--- config.mk ---
export PLATFORM = sky130hd
export DESIGN_NAME = sqg_ctrl
export DESIGN_NICKNAME = d
export VERILOG_FILES = /design/src/rtl/sqg_pkg.sv /design/src/rtl/sqg_ctrl.sv
export SDC_FILE = /design/constraint.sdc
export NUM_CORES = 1
export LEC_CHECK = 0
export BUFFER_PORTS_ARGS = -buffer_cell sky130_fd_sc_hd__clkbuf_2
export CAP_MARGIN = 25
export CORE_UTILIZATION = 35
export CTS_BUF_LIST = sky130_fd_sc_hd__clkbuf_16
export CTS_CLUSTER_SIZE = 40
export DETAILED_ROUTE_END_ITERATION = 8
export PLACE_DENSITY = 0.58
export SYNTH_ARGS = -nofsm -noshare
export SYNTH_HDL_FRONTEND = slang
export SYNTH_SLANG_ARGS = --single-unit
--- constraint.sdc ---
create_clock -name clk -period 3.5 [get_ports clk]
set_input_delay 0.525 -clock clk [delete_from_list [all_inputs] [get_ports clk]]
set_output_delay 0.525 -clock clk [all_outputs]
set_load 0.05 [all_outputs]
--- src/rtl/sqg_pkg.sv ---
`timescale 1ns / 1ps
// ----------------------------------------------------------------------------
// sqg_pkg
// Shared types and constants for the two-qubit gate unit over a stored state
// vector.
// ----------------------------------------------------------------------------
package sqg_pkg;

    localparam int MAX_QUBITS_DEF = 10;
    localparam int AMP_WIDTH_DEF  = 16;

    localparam int CMD_W   = 3;
    localparam int INDEX_W = 10;
    localparam int FIELD_W = 16;
    localparam int QUBIT_W = 4;
    localparam int STAT_W  = 2;
    localparam int QC_W    = 4;

    localparam int IN_TDATA_W  = 56;
    localparam int OUT_TDATA_W = 40;

    localparam logic [QC_W-1:0] QC_RESET = 4'd10;

    localparam logic [CMD_W-1:0] CMD_WRITE = 3'd0;
    localparam logic [CMD_W-1:0] CMD_READ  = 3'd1;
    localparam logic [CMD_W-1:0] CMD_CZ    = 3'd2;
    localparam logic [CMD_W-1:0] CMD_SWAP  = 3'd3;
    localparam logic [CMD_W-1:0] CMD_CNOT  = 3'd4;

    localparam logic [STAT_W-1:0] ST_OK    = 2'd0;
    localparam logic [STAT_W-1:0] ST_RANGE = 2'd1;
    localparam logic [STAT_W-1:0] ST_EQUAL = 2'd2;

    typedef struct packed {
        logic [QUBIT_W-1:0] qubit_b;
        logic [QUBIT_W-1:0] qubit_a;
        logic [FIELD_W-1:0] amp_imag;
        logic [FIELD_W-1:0] amp_real;
        logic [INDEX_W-1:0] amp_index;
        logic [CMD_W-1:0]   cmd;
    } request_t;

    typedef struct packed {
        logic [STAT_W-1:0]  status;
        logic [FIELD_W-1:0] read_imag;
        logic [FIELD_W-1:0] read_real;
    } result_t;

endpackage

--- src/rtl/sqg_ctrl.sv ---
`timescale 1ns / 1ps
// ----------------------------------------------------------------------------
// sqg_ctrl
// Command sequencer: single amplitude access and read-modify-write walks of
// the amplitude memory for CZ, SWAP and CNOT.
// ----------------------------------------------------------------------------
module sqg_ctrl #(
    parameter int MAX_QUBITS = sqg_pkg::MAX_QUBITS_DEF,
    parameter int AMP_WIDTH  = sqg_pkg::AMP_WIDTH_DEF
) (
    input  logic                        clk,
    input  logic                        rst_n,
    input  logic [sqg_pkg::QC_W-1:0]    qubit_count,
    input  logic                        req_valid,
    output logic                        req_ready,
    input  sqg_pkg::request_t           req,
    output logic                        res_valid,
    input  logic                        res_ready,
    output sqg_pkg::result_t            res,
    output logic                        mem_we,
    output logic [MAX_QUBITS-1:0]       mem_waddr,
    output logic [2*AMP_WIDTH-1:0]      mem_wdata,
    output logic [MAX_QUBITS-1:0]       mem_raddr,
    input  logic [2*AMP_WIDTH-1:0]      mem_rdata
);
    import sqg_pkg::*;

    localparam int NW = $clog2(MAX_QUBITS + 1);
    localparam int AW = AMP_WIDTH;
    localparam logic [MAX_QUBITS-1:0] MQ_ONE = MAX_QUBITS'(1);
    localparam logic [AW-1:0] AMP_MIN = {1'b1, {(AW-1){1'b0}}};
    localparam logic [AW-1:0] AMP_MAX = {1'b0, {(AW-1){1'b1}}};

    typedef enum logic [2:0] {
        S_IDLE,
        S_RD,
        S_SCAN,
        S_CZ_WR,
        S_PR_RDJ,
        S_PR_WRJ,
        S_PR_WRI,
        S_DONE
    } state_t;

    state_t                  state_reg;
    logic [CMD_W-1:0]        cmd_reg;
    logic [STAT_W-1:0]       status_reg;
    logic                    mem_op_reg;
    logic [MAX_QUBITS-1:0]   addr_reg;
    logic [2*AW-1:0]         word_reg;
    logic [MAX_QUBITS-1:0]   mask_a_reg;
    logic [MAX_QUBITS-1:0]   mask_b_reg;
    logic [MAX_QUBITS-1:0]   last_reg;
    logic [MAX_QUBITS-1:0]   cnt_reg;
    logic [2*AW-1:0]         hold_reg;

    logic [NW-1:0]           n;
    logic                    idx_bad;
    logic                    qa_bad;
    logic                    qb_bad;
    logic [NW-1:0]           pos_a;
    logic [NW-1:0]           pos_b;
    logic [STAT_W-1:0]       status_next;
    logic                    mem_op_next;
    logic                    gate_next;
    logic [MAX_QUBITS-1:0]   last_next;
    logic                    hit_a;
    logic                    hit_b;
    logic [MAX_QUBITS-1:0]   pair_addr;
    logic                    at_last;
    logic [AW-1:0]           neg_re;
    logic [AW-1:0]           neg_im;
    logic                    is_read;

    function automatic logic [AW-1:0] neg_sat(input logic [AW-1:0] v);
        logic [AW-1:0] r;
        if (v == AMP_MIN)
        begin
            r = AMP_MAX;
        end
        else
        begin
            r = -v;
        end
        return r;
    endfunction

    always_comb
    begin
        if (qubit_count == '0)
        begin
            n = NW'(1);
        end
        else if (32'(qubit_count) > 32'(MAX_QUBITS))
        begin
            n = NW'(MAX_QUBITS);
        end
        else
        begin
            n = NW'(qubit_count);
        end
    end

    assign idx_bad   = ((32'(req.amp_index) >> n) != 32'd0);
    assign qa_bad    = (32'(req.qubit_a) >= 32'(n));
    assign qb_bad    = (32'(req.qubit_b) >= 32'(n));
    assign pos_a     = n - NW'(1) - NW'(req.qubit_a);
    assign pos_b     = n - NW'(1) - NW'(req.qubit_b);
    assign last_next = (MQ_ONE << n) - MQ_ONE;

    always_comb
    begin
        status_next = ST_OK;
        mem_op_next = 1'b0;
        gate_next   = 1'b0;
        unique case (req.cmd)
            CMD_WRITE, CMD_READ:
            begin
                if (idx_bad)
                begin
                    status_next = ST_RANGE;
                end
                else
                begin
                    mem_op_next = 1'b1;
                end
            end
            CMD_CZ, CMD_SWAP, CMD_CNOT:
            begin
                if (qa_bad || qb_bad)
                begin
                    status_next = ST_RANGE;
                end
                else if (req.qubit_a == req.qubit_b)
                begin
                    status_next = (req.cmd == CMD_SWAP) ? ST_OK : ST_EQUAL;
                end
                else
                begin
                    gate_next = 1'b1;
                end
            end
            default:
            begin
                status_next = ST_OK;
            end
        endcase
    end

    assign hit_a     = |(cnt_reg & mask_a_reg);
    assign hit_b     = |(cnt_reg & mask_b_reg);
    assign pair_addr = (cmd_reg == CMD_SWAP) ? (cnt_reg ^ mask_a_reg ^ mask_b_reg)
                                             : (cnt_reg | mask_b_reg);
    assign at_last   = (cnt_reg == last_reg);
    assign neg_re    = neg_sat(mem_rdata[AW-1:0]);
    assign neg_im    = neg_sat(mem_rdata[2*AW-1:AW]);
    assign is_read   = mem_op_reg && (cmd_reg == CMD_READ);

    // memory port drive
    always_comb
    begin
        mem_we    = 1'b0;
        mem_waddr = cnt_reg;
        mem_wdata = hold_reg;
        mem_raddr = cnt_reg;
        unique case (state_reg)
            S_RD:
            begin
                mem_raddr = addr_reg;
            end
            S_DONE:
            begin
                mem_raddr = addr_reg;
                mem_waddr = addr_reg;
                mem_wdata = word_reg;
                mem_we    = mem_op_reg && (cmd_reg == CMD_WRITE);
            end
            S_CZ_WR:
            begin
                mem_we    = 1'b1;
                mem_wdata = {neg_im, neg_re};
            end
            S_PR_RDJ:
            begin
                mem_raddr = pair_addr;
            end
            S_PR_WRJ:
            begin
                mem_we    = 1'b1;
                mem_waddr = pair_addr;
            end
            S_PR_WRI:
            begin
                mem_we    = 1'b1;
            end
            default:
            begin
                mem_we    = 1'b0;
            end
        endcase
    end

    assign req_ready     = (state_reg == S_IDLE);
    assign res_valid     = (state_reg == S_DONE);
    assign res.status    = status_reg;
    assign res.read_real = is_read ? FIELD_W'(mem_rdata[AW-1:0]) : '0;
    assign res.read_imag = is_read ? FIELD_W'(mem_rdata[2*AW-1:AW]) : '0;

    always_ff @(posedge clk or negedge rst_n)
    begin
        if (!rst_n)
        begin
            state_reg <= S_IDLE;
        end
        else
        begin
            unique case (state_reg)
                S_IDLE:
                begin
                    if (req_valid)
                    begin
                        if (gate_next)
                        begin
                            state_reg <= S_SCAN;
                        end
                        else if (mem_op_next && (req.cmd == CMD_READ))
                        begin
                            state_reg <= S_RD;
                        end
                        else
                        begin
                            state_reg <= S_DONE;
                        end
                    end
                end
                S_RD:
                begin
                    state_reg <= S_DONE;
                end
                S_SCAN:
                begin
                    if ((cmd_reg == CMD_CZ) && hit_a && hit_b)
                    begin
                        state_reg <= S_CZ_WR;
                    end
                    else if ((cmd_reg != CMD_CZ) && hit_a && !hit_b)
                    begin
                        state_reg <= S_PR_RDJ;
                    end
                    else if (at_last)
                    begin
                        state_reg <= S_DONE;
                    end
                end
                S_CZ_WR, S_PR_WRI:
                begin
                    state_reg <= at_last ? S_DONE : S_SCAN;
                end
                S_PR_RDJ:
                begin
                    state_reg <= S_PR_WRJ;
                end
                S_PR_WRJ:
                begin
                    state_reg <= S_PR_WRI;
                end
                S_DONE:
                begin
                    if (res_ready)
                    begin
                        state_reg <= S_IDLE;
                    end
                end
                default:
                begin
                    state_reg <= S_IDLE;
                end
            endcase
        end
    end

    // request fields and walk registers
    always_ff @(posedge clk)
    begin
        if (state_reg == S_IDLE && req_valid)
        begin
            cmd_reg    <= req.cmd;
            status_reg <= status_next;
            mem_op_reg <= mem_op_next;
            addr_reg   <= MAX_QUBITS'(req.amp_index);
            word_reg   <= {AW'(req.amp_imag), AW'(req.amp_real)};
            mask_a_reg <= MQ_ONE << pos_a;
            mask_b_reg <= MQ_ONE << pos_b;
            last_reg   <= last_next;
            cnt_reg    <= '0;
        end
        else
        begin
            unique case (state_reg)
                S_SCAN:
                begin
                    if (!(((cmd_reg == CMD_CZ) && hit_a && hit_b)
                          || ((cmd_reg != CMD_CZ) && hit_a && !hit_b)))
                    begin
                        cnt_reg <= cnt_reg + MQ_ONE;
                    end
                end
                S_CZ_WR, S_PR_WRI:
                begin
                    cnt_reg <= cnt_reg + MQ_ONE;
                end
                S_PR_RDJ, S_PR_WRJ:
                begin
                    hold_reg <= mem_rdata;
                end
                default:
                begin
                    cnt_reg <= cnt_reg;
                end
            endcase
        end
    end

endmodule

# Word-level counts from Yosys, hierarchy flattened

Index checks and enable logic that the tools add are counted.

Bits of input ports: 93
Memory bits (writable): 0
Bits in read-only memories: 0
Output and inout port bits: 89
Flip-flop bits (word level): 123
Latch bits: 0
Memories kept: 0

Reduce and logical (&&, ||, !) cells: 28
Shifts and indexed selects: 4
$mul: 0
Muxes and demuxes: 32
Add/sub/neg operators: 7
Order comparisons: 3
Bitwise operators: 6
Div/mod/pow operators: 0
Equal/unequal tests: 23

Operators with widths:

| kind                  | count |
|---|---|
| $mux 16               | 4 |
| $pmux 32 s2           | 1 |
| $pmux 10 s2           | 3 |
| $eq 16x16->1 const B  | 2 |
| $neg 16->16           | 2 |
| $reduce_bool 32->1    | 1 |
| $shr 10x4->32         | 1 |
| $shl 1x4->10 const A  | 3 |
| $mux 3                | 8 |
| $pmux 3 s7            | 1 |
| $and 10x10->10        | 2 |
| $mux 10               | 2 |
| $reduce_or 10->1      | 2 |
| $xor 10x10->10        | 2 |
| $eq 3x2->1 const B    | 6 |
| $eq 3x3->1 const B    | 5 |
| $add 10x1->10 const B | 1 |
| $eq 10x10->1          | 1 |
| $or 10x10->10         | 1 |
| $sub 10x1->10 const B | 1 |
| $eq 3x1->1 const B    | 3 |
| $logic_not 3->1       | 3 |
| $ge 4x4->1            | 2 |
| $logic_and 1x1->1     | 8 |
| other kinds (22)      | 38 |

# Logic depth before layout (Yosys ltp)

Gate-level depths: netlist of run 1.

Word-level depth: 12
Depth in mapped cells: 11
Mapped depth without buffers: 10

# Worst setup path after synthesis of run 1

No wires, ideal clock.

Kind: register to register
From: register state_reg[2]
To: register cnt_reg[8]
Path slack: -0.887 ns
Data arrival time: 4.266 ns
Stages on the path, launching flop included: 7
Clock period less this slack: 4.387 ns
Path through: dfrtp_1 > clkbuf_1 > nor3_1 > nand2_1 > inv_1 > nor2_1 > mux2_2

Elaborated cells on any way between the ends: 10
Those cells by class: eq/ne: 4; mux: 1; reduce/logical: 5

RTL lines:

| item                   | RTL line        | text |
|---|---|---|
| start, declared        | sqg_ctrl.sv:45  | `state_t state_reg;` |
| start signal, assigned | sqg_ctrl.sv:257 | `state_reg <= at_last ? S_DONE : S_SCAN;` |
| $logic_not 3->1        | --              |  |
| via req_ready          | sqg_ctrl.sv:15  | `output logic req_ready,` |
| $logic_and 1x1->1      | sqg_ctrl.sv:285 | `if (state_reg == S_IDLE && req_valid)` |
| end signal, assigned   | sqg_ctrl.sv:305 | `cnt_reg <= cnt_reg + MQ_ONE;` |
| end signal, assigned   | sqg_ctrl.sv:310 | `cnt_reg <= cnt_reg + MQ_ONE;` |
| end signal, assigned   | sqg_ctrl.sv:318 | `cnt_reg <= cnt_reg;` |
| end, declared          | sqg_ctrl.sv:54  | `logic [MAX_QUBITS-1:0] cnt_reg;` |

The timed path passes the listed nets, and every way through them passes these cells.
A chain may end at the register's enable or synchronous reset.

# Worst setup path in the final report of run 1

From: input port mem_rdata[16]
To: output port mem_wdata[26]

Longest elaborated chain between the ends: 3
Elaborated cells on any way between the ends: 4
Those cells by class: add/sub: 1; eq/ne: 1; mux: 2

Ends and longest elaborated chain:

| item                                               | RTL line                       | text |
|---|---|---|
| start, declared                                    | sqg_ctrl.sv:24                 | `input logic [2*AMP_WIDTH-1:0] mem_rdata` |
| $neg 16->16 / $eq 16x16->1 (equally long branches) | sqg_ctrl.sv:83, sqg_ctrl.sv:77 |  |
| $mux 16 *                                          | sqg_ctrl.sv:77                 | `if (v == AMP_MIN)` |
| $pmux 32 s2 *                                      | sqg_ctrl.sv:166                | `unique case (state_reg)` |
| end, declared                                      | sqg_ctrl.sv:22                 | `output logic [2*AMP_WIDTH-1:0] mem_wdata,` |

Mark *: on every way between the ends. The rest lies on a longest branch, timed or not.

==> summary.md, run 1 <==
| Metric | Value |
|---|---|
| Status | `completed` |
| Final-stage net count | `1,107` |
| Layout Utilization | `0.4533` |
| Filler cell count | `2,104` |
| Fraction of registers with async set/reset | `0.02439` |
| DRT iter0 DRCs | `318` |
| Worst path bufs/invs | `3` |
| Drt first pass iters | `5` |
| Post-Synthesis Net Count | `921` |
| CTS Buf Count | `17` |
| Post-Synth XOR/XNOR Area | `0.05699` |
| Core Region | `21,890 µm²` |
| Crit-path max FO | `7` |
| Synth Area per Inst | `9.883 µm²` |
| Synth Register Bits | `123` |
| Via density | `5.342` |
| Fin crit period | `3374 ps` |
| Final Routed Wirelength | `22.47 mm` |
| Req. time, crit path | `2970 ps` |
| Max_slew headroom | `0.4431` |
| Worst IR Drop VDD | `0.3839 mV` |
| Synth Area in Compound Gates | `0.1584` |
| Worst Tran Pin Value | `829.7 ps` |
| First-pass GRT wire length | `33.96 mm` |
| Clock Sinks | `123` |
| H-tree depth | `4` |
| Family with the most delay on the worst path | `simple AND/OR/NAND/NOR gates` |
| EDFF count, synth | `110` |
| MaxCap Viol Count | `0` |
| Final setup violation count | `0` |
| P&R area growth vs syn | `26.61%` |
| RSZ-0062 raised after global routing | `no` |
| Initial antenna violation count | `0` |
| Place WS | `133.5 ps` |
| Startpoint class of the critical path | `input port` |
| YS warnings | `0` |
| CTS Root Cell | `clkbuf_16` |
| Largest net degree at the start of global routing | `45` |
| Layout cells sized above 1 | `0.2681` |
| Routability cong. | `0.8875` |
| Largest family of logic cells by synthesized area | `simple AND/OR/NAND/NOR gates` |
| Final Hold Fails | `0` |
| Count of different cell masters after synthesis | `66` |
| Final worst slack | `125.8 ps` |
| Die ar. | `22,990 µm²` |
| GR Util All Layers | `0.1970` |
| Ant. Diodes | `0` |
| Fmax | `0.2964 GHz` |
| Pleak | `4.146 nW` |
| Reg2Reg Setup Slack | `1080 ps` |
| Die width | `151.6 µm` |
| Non-filler cells, final | `1,272` |
| Fin. max-slew vios | `0` |
| Final hold slack | `285.5 ps` |
| Dpl cells | `1,239` |
| Slowest library cell on the worst path | `or4_4` |
| Ordered cell list for the critical path | `clkbuf_2 > inv_1 > ha_1 > or3b_4 > or4_4 > nor4_1 > mux2i_1 > mux2i_1 > o21ai_1 > clkbuf_2` |
| DR WL/cell | `17.67 µm` |
| Mux cell area share after synthesis | `0.04215` |
| Global route overflow | `0` |
| Clock-pin transition on the worst setup and hold timing paths | `60 ps` |
| Cell area after synthesis | `7838 µm²` |
| DR vias | `6,795` |
| Clk buf depth | `2` |
| Setup Skew | `11.21 ps` |
| IO Pins | `182` |
| ANT nets after route | `0` |
| Final HPWL DP | `16.84 mm` |
| Postcts setup bufs | `0` |
| Setup TNS | `0 ps` |
| Number of port buffers | `181` |
| CTS tree | `yes` |
| Post-synth top flop | `edfxtp_1` |
| Post-Synthesis Cells | `793` |
| Adder-Cell Fraction of Synth Area | `0.05779` |
| Pwr Density | `796.6 nW/µm²` |
| CP endpoint kind | `primary output` |
| Critical path class | `input port to primary output` |
| Skew-Pair Late Insertion Delay | `410 ps` |
| Height of the die | `151.6 µm` |
| FP Rows | `54` |
| CP arrival | `2850 ps` |
| Tcrit/Tclk final | `0.9641` |
| Hold crit path type | `input port to flop` |
| Max incr delay on CP | `500 ps` |
| Number of global-route vias before repair | `6,218` |
| Simple-gate area share of the yosys netlist | `0.1884` |
| Initial Utilization | `0.3580` |
| Post-route DRC | `0` |
| Post-synthesis sequential area ratio | `0.4566` |
==> cell families (layout without fill, tap and decap cells) <==
logic type / count (synthesis) / after routing
flops: 123 / 123
buf+inv: 80 / 279
compound gates: 189 / 189
simple gates: 284 / 284
fa+ha+maj: 35 / 35
xor+xnor: 51 / 51
mux: 31 / 31
==> power breakdown <==
group          total, W  internal, W  switching (W)  leakage [nW]
clock network   0.00175      0.00106       0.000687         0.288
logic           0.00410      0.00124        0.00286          2.73
registers       0.00206      0.00189       0.000170          1.13
total           0.00790      0.00419        0.00372          4.15
==> cells in the final DEF, fill, tap and decap left out, drive strengths merged, types with 11 or more instances in the layout <==
master and n:
nor2 48, edfxtp 110, ha 33, mux2i 24
inv 40, nand2 89, nand3 12, buf 39
clkbuf 188, nand2b 11, a211oi 14, nor3 32
nor4 12, a21oi 27, o22ai 11, or3 11
xor2 15, and2 37, a21o 16, o21ai 57
xnor2 36
==> per-stage QoR <==
step           instance area, µm²  total power, W
6_report                     9923        0.007905
3_3_place_gp                 9304        0.006149
4_1_cts                      9905        0.007945
2_1_floorplan                7846        0.004931
5_1_grt                      9923        0.008311
3_5_place_dp                 9304        0.006163
==> cell usage after synthesis (4+ instances only) <==
cell type	n	area (µm²)
a21oi_1	27	135.1
nand2b_1	11	68.82
edfxtp_1	110	3303
ha_1	33	412.9
nor3_1	31	155.2
o211ai_1	6	45.04
xor2_1	15	131.4
nor3b_1	5	37.54
or4_1	4	30.03
dfxtp_1	10	200.2
and2_1	37	231.5
a211o_1	5	43.79
or3_1	11	68.82
o21a_1	5	37.54
o21ai_1	15	75.07
nand2_1	89	334.1
clkbuf_1	38	142.6
o21ai_0	42	210.2
xnor2_1	36	315.3
nand3_1	12	60.06
mux2i_1	24	240.2
a221oi_1	4	35.03
a22o_1	7	61.31
mux2_2	6	67.56
inv_1	36	135.1
nor2_1	47	176.4
nand4_1	6	37.54
nor4_1	10	62.56
o22ai_1	11	68.82
a21o_1	16	120.1
nor2b_1	5	31.28
a22oi_1	9	67.56
o31ai_1	7	52.55
a211oi_1	14	105.1
==> repair_timing <==
item / 4_1_cts / 5_1_grt
resized for setup: 0 / 12
endpoints found under the hold margin: 3 / 0
hold buffers: 1 / 0
setup endpoints to repair: 0 / 16
==> per-layer routing <==
layer  GRT usage  vias up  wire length (µm)
met5           0        -                 0
met4     0.09059        0               793
met3     0.03353       50              1445
met2      0.3150      262             10360
met1      0.2593     3192              9875
li1            -     3291                 -
==> area by class of cell <==
| cell class | count | area, µm² | share of cell area |
|---|---|---|---|
| Timing Repair Buffer | 211 | 1284 | 0.1294 |
| Sequential cell | 123 | 3578 | 0.3606 |
| Inverter | 36 | 138.9 | 0.01400 |
| Clock buffer | 17 | 425.4 | 0.04287 |
| Multi-Input combinational cell | 590 | 3981 | 0.4012 |
| Tap cell | 280 | 350.3 | 0.03530 |
| Clock inverter | 15 | 165.2 | 0.01664 |
==> path summary, 6_finish.rpt <==
check / to / cells past startpoint / startpoint
setup / recovery: mem_wdata[26] / 10 / mem_rdata[16]
hold / removal: word_reg[16] / 1 / req[29]
setup reg to reg: cnt_reg[8] / 7 / cnt_reg[0]
hold reg to reg: cnt_reg[4] / 2 / cnt_reg[4]
max in group asynchronous: state_reg[1] / 2 / rst_n
min in group asynchronous: state_reg[2] / 2 / rst_n
No activity file was read; power rests on OpenSTA's default activity.
==> run 2: changes to the inputs <==
--- a/config.mk
+++ b/config.mk
@@ -5,7 +5,7 @@
 export SDC_FILE = /design/constraint.sdc
 export NUM_CORES = 1
 export LEC_CHECK = 0
-export BUFFER_PORTS_ARGS = -buffer_cell sky130_fd_sc_hd__clkbuf_2
+export BUFFER_PORTS_ARGS = -buffer_cell sky130_fd_sc_hd__buf_2
 export CAP_MARGIN = 25
 export CORE_UTILIZATION = 35
 export CTS_BUF_LIST = sky130_fd_sc_hd__clkbuf_16
==> summary.md, run 2 (synthesis results as in run 1) <==
| Metric | Value |
|---|---|
| Worst IR Drop VDD | `0.3937 mV (+2.5%)` |
| Ordered cell list for the critical path | `buf_2 > inv_1 > ha_1 > or3b_4 > or4_4 > nor3_1 > mux2i_1 > mux2i_1 > o21ai_1 > clkbuf_4` |
| CTS tree | `yes` |
| ANT nets after route | `0 (unchanged)` |
| Commonest non-fill, non-tap cell in the layout | `buf_2` |
| P&R area growth vs syn | `25.34%` |
| Layout Utilization | `0.4487 (-0.004573)` |
| Worst Tran Pin Value | `845.1 ps (+15.35 ps)` |
| Slowest library cell on the worst path | `or4_4` |
| Startpoint class of the critical path | `input port` |
| Status | `completed` |
| CP endpoint kind | `primary output` |
| Post-route DRC | `0 (unchanged)` |
| Layout cells sized above 1 | `0.2686 (+0.0004665)` |
| Crit-path max FO | `7 (unchanged)` |
| Filler cell count | `2,130 (+1.2%)` |
| First-pass GRT wire length | `34.43 mm (+1.4%)` |
| Max_slew headroom | `0.4328 (-0.01030)` |
| Non-filler cells, final | `1,275 (+0.24%)` |
| Number of port buffers | `181 (unchanged)` |
| Req. time, crit path | `2970 ps (about the same)` |
| Skew-Pair Late Insertion Delay | `420 ps (about the same)` |
| Number of global-route vias before repair | `6,135 (-1.3%)` |
| Final hold slack | `271.6 ps (-13.89 ps)` |
| Fin. max-slew vios | `0 (unchanged)` |
| Die width | `151.6 µm (unchanged)` |
| IO Pins | `182 (unchanged)` |
| Setup Skew | `16.35 ps (+5.141 ps)` |
| DR vias | `6,644 (-2.2%)` |
| CTS Root Cell | `clkbuf_16` |
| Hold crit path type | `input port to flop` |
| MaxCap Viol Count | `0 (unchanged)` |
| Pwr Density | `790.2 nW/µm² (-0.81%)` |
| Final setup violation count | `0 (unchanged)` |
| Drt first pass iters | `4 (-1)` |
| CP arrival | `2800 ps (-50 ps)` |
| Clk buf depth | `2 (unchanged)` |
| Initial Utilization | `0.3580 (unchanged)` |
| GR Util All Layers | `0.1988 (+0.001811)` |
| Final-stage net count | `1,109 (+0.18%)` |
| Max incr delay on CP | `490 ps (about the same)` |
| Clock Sinks | `123 (unchanged)` |
| Final HPWL DP | `16.96 mm (+0.66%)` |
| Clock-pin transition on the worst setup and hold timing paths | `70 ps (about the same)` |
| Initial antenna violation count | `1 (+1)` |
| Largest net degree at the start of global routing | `38 (-16%)` |
| Dpl cells | `1,241 (+0.16%)` |
| Core Region | `21,890 µm² (unchanged)` |
| FP Rows | `54 (unchanged)` |
| Tot Pwr | `0.007762 W (-1.8%)` |
| Critical path class | `input port to primary output` |
| Fin crit period | `3329 ps (-44.99 ps)` |
| DR WL/cell | `17.61 µm (-0.31%)` |
| Setup TNS | `0 ps (unchanged)` |
| Postcts setup bufs | `0 (unchanged)` |
| DRT iter0 DRCs | `277 (-13%)` |
| Pleak | `4.144 nW (about the same)` |
| Top cell by count, worst path | `mux2i_1` |
| Die ar. | `22,990 µm² (unchanged)` |
| H-tree depth | `4 (unchanged)` |
| CTS Buf Count | `17 (unchanged)` |
| Final Routed Wirelength | `22.46 mm (about the same)` |
| Most frequent cells in the layout | `buf_2, edfxtp_1, nand2_1` |
| Height of the die | `151.6 µm (unchanged)` |
| Via density | `5.211 (-2.5%)` |
| Final Hold Fails | `0 (unchanged)` |
| Fmax | `0.3004 GHz (+1.4%)` |
| RSZ-0062 raised after global routing | `no` |
| Global route overflow | `0 (unchanged)` |
| Tcrit/Tclk final | `0.9512 (-0.01286)` |
| Routability cong. | `0.8839 (-0.41%)` |
## run 2: repair_timing
action / CTS / global route
hold buffers: 1 / 0
endpoints found under the hold margin: 3 / 0
gates resized for setup: 0 / 3
setup endpoints to repair: 0 / 16
## run 2: stage by stage
step	cell area, µm²	worst slack [ps]
floorplan	7846	34.91
detailed placement	9201	93.50
global placement	9201	114.3
finish	9823	170.8
CTS	9813	69.62
global route	9823	5.380
## run 2: worst max-delay path, delay by kind of cell
| kind | cells | cell delay (ps) |
|---|---|---|
| buffers and inverters | 3 | 480 |
| and+or+nand+nor | 3 | 1130 |
| muxes | 2 | 300 |
| AOI/OAI and AO/OA | 1 | 190 |
| adders and majority gates | 1 | 170 |
## run 2: per-layer routing
layer,GRT usage,vias to the layer above,wire length [µm]
li1,-,3296,-
met1,0.2650,3109,9984
met2,0.3182,214,10650
met3,0.04521,25,1465
met4,0.06337,0,359
met5,0,-,0
## run 2: where the power goes
group / switching, W / leakage, nW / total [W] / internal [W]
clock: 0.000717 / 0.295 / 0.00179 / 0.00107
combinational: 0.00277 / 2.72 / 0.00387 / 0.00110
sequential: 0.000213 / 1.13 / 0.00210 / 0.00189
## run 2: path summary, 6_finish.rpt
kind,start,cells after the start,slack (ps),end
worst max-delay path,mem_rdata[16],10,170,mem_wdata[30]
worst min-delay path,req[20],1,270,word_reg[7]
worst max register to register,state_reg[2],4,980,word_reg[9]
worst min register to register,cnt_reg[4],2,640,cnt_reg[4]
max in group asynchronous,rst_n,2,2920,state_reg[1]
min in group asynchronous,rst_n,2,470,state_reg[0]
## run 2: cell type report
cell class                      instances  area [µm²]  area share
Tap cell                              280       350.3     0.03566
Clock buffer                           17       425.4     0.04331
Timing Repair Buffer                  213        1176      0.1197
Sequential cell                       123        3578      0.3643
Clock inverter                         15       176.4     0.01796
Inverter                               36       138.9     0.01414
Multi-Input combinational cell        590        3975      0.4047
Antenna cell                            1       2.502   0.0002547
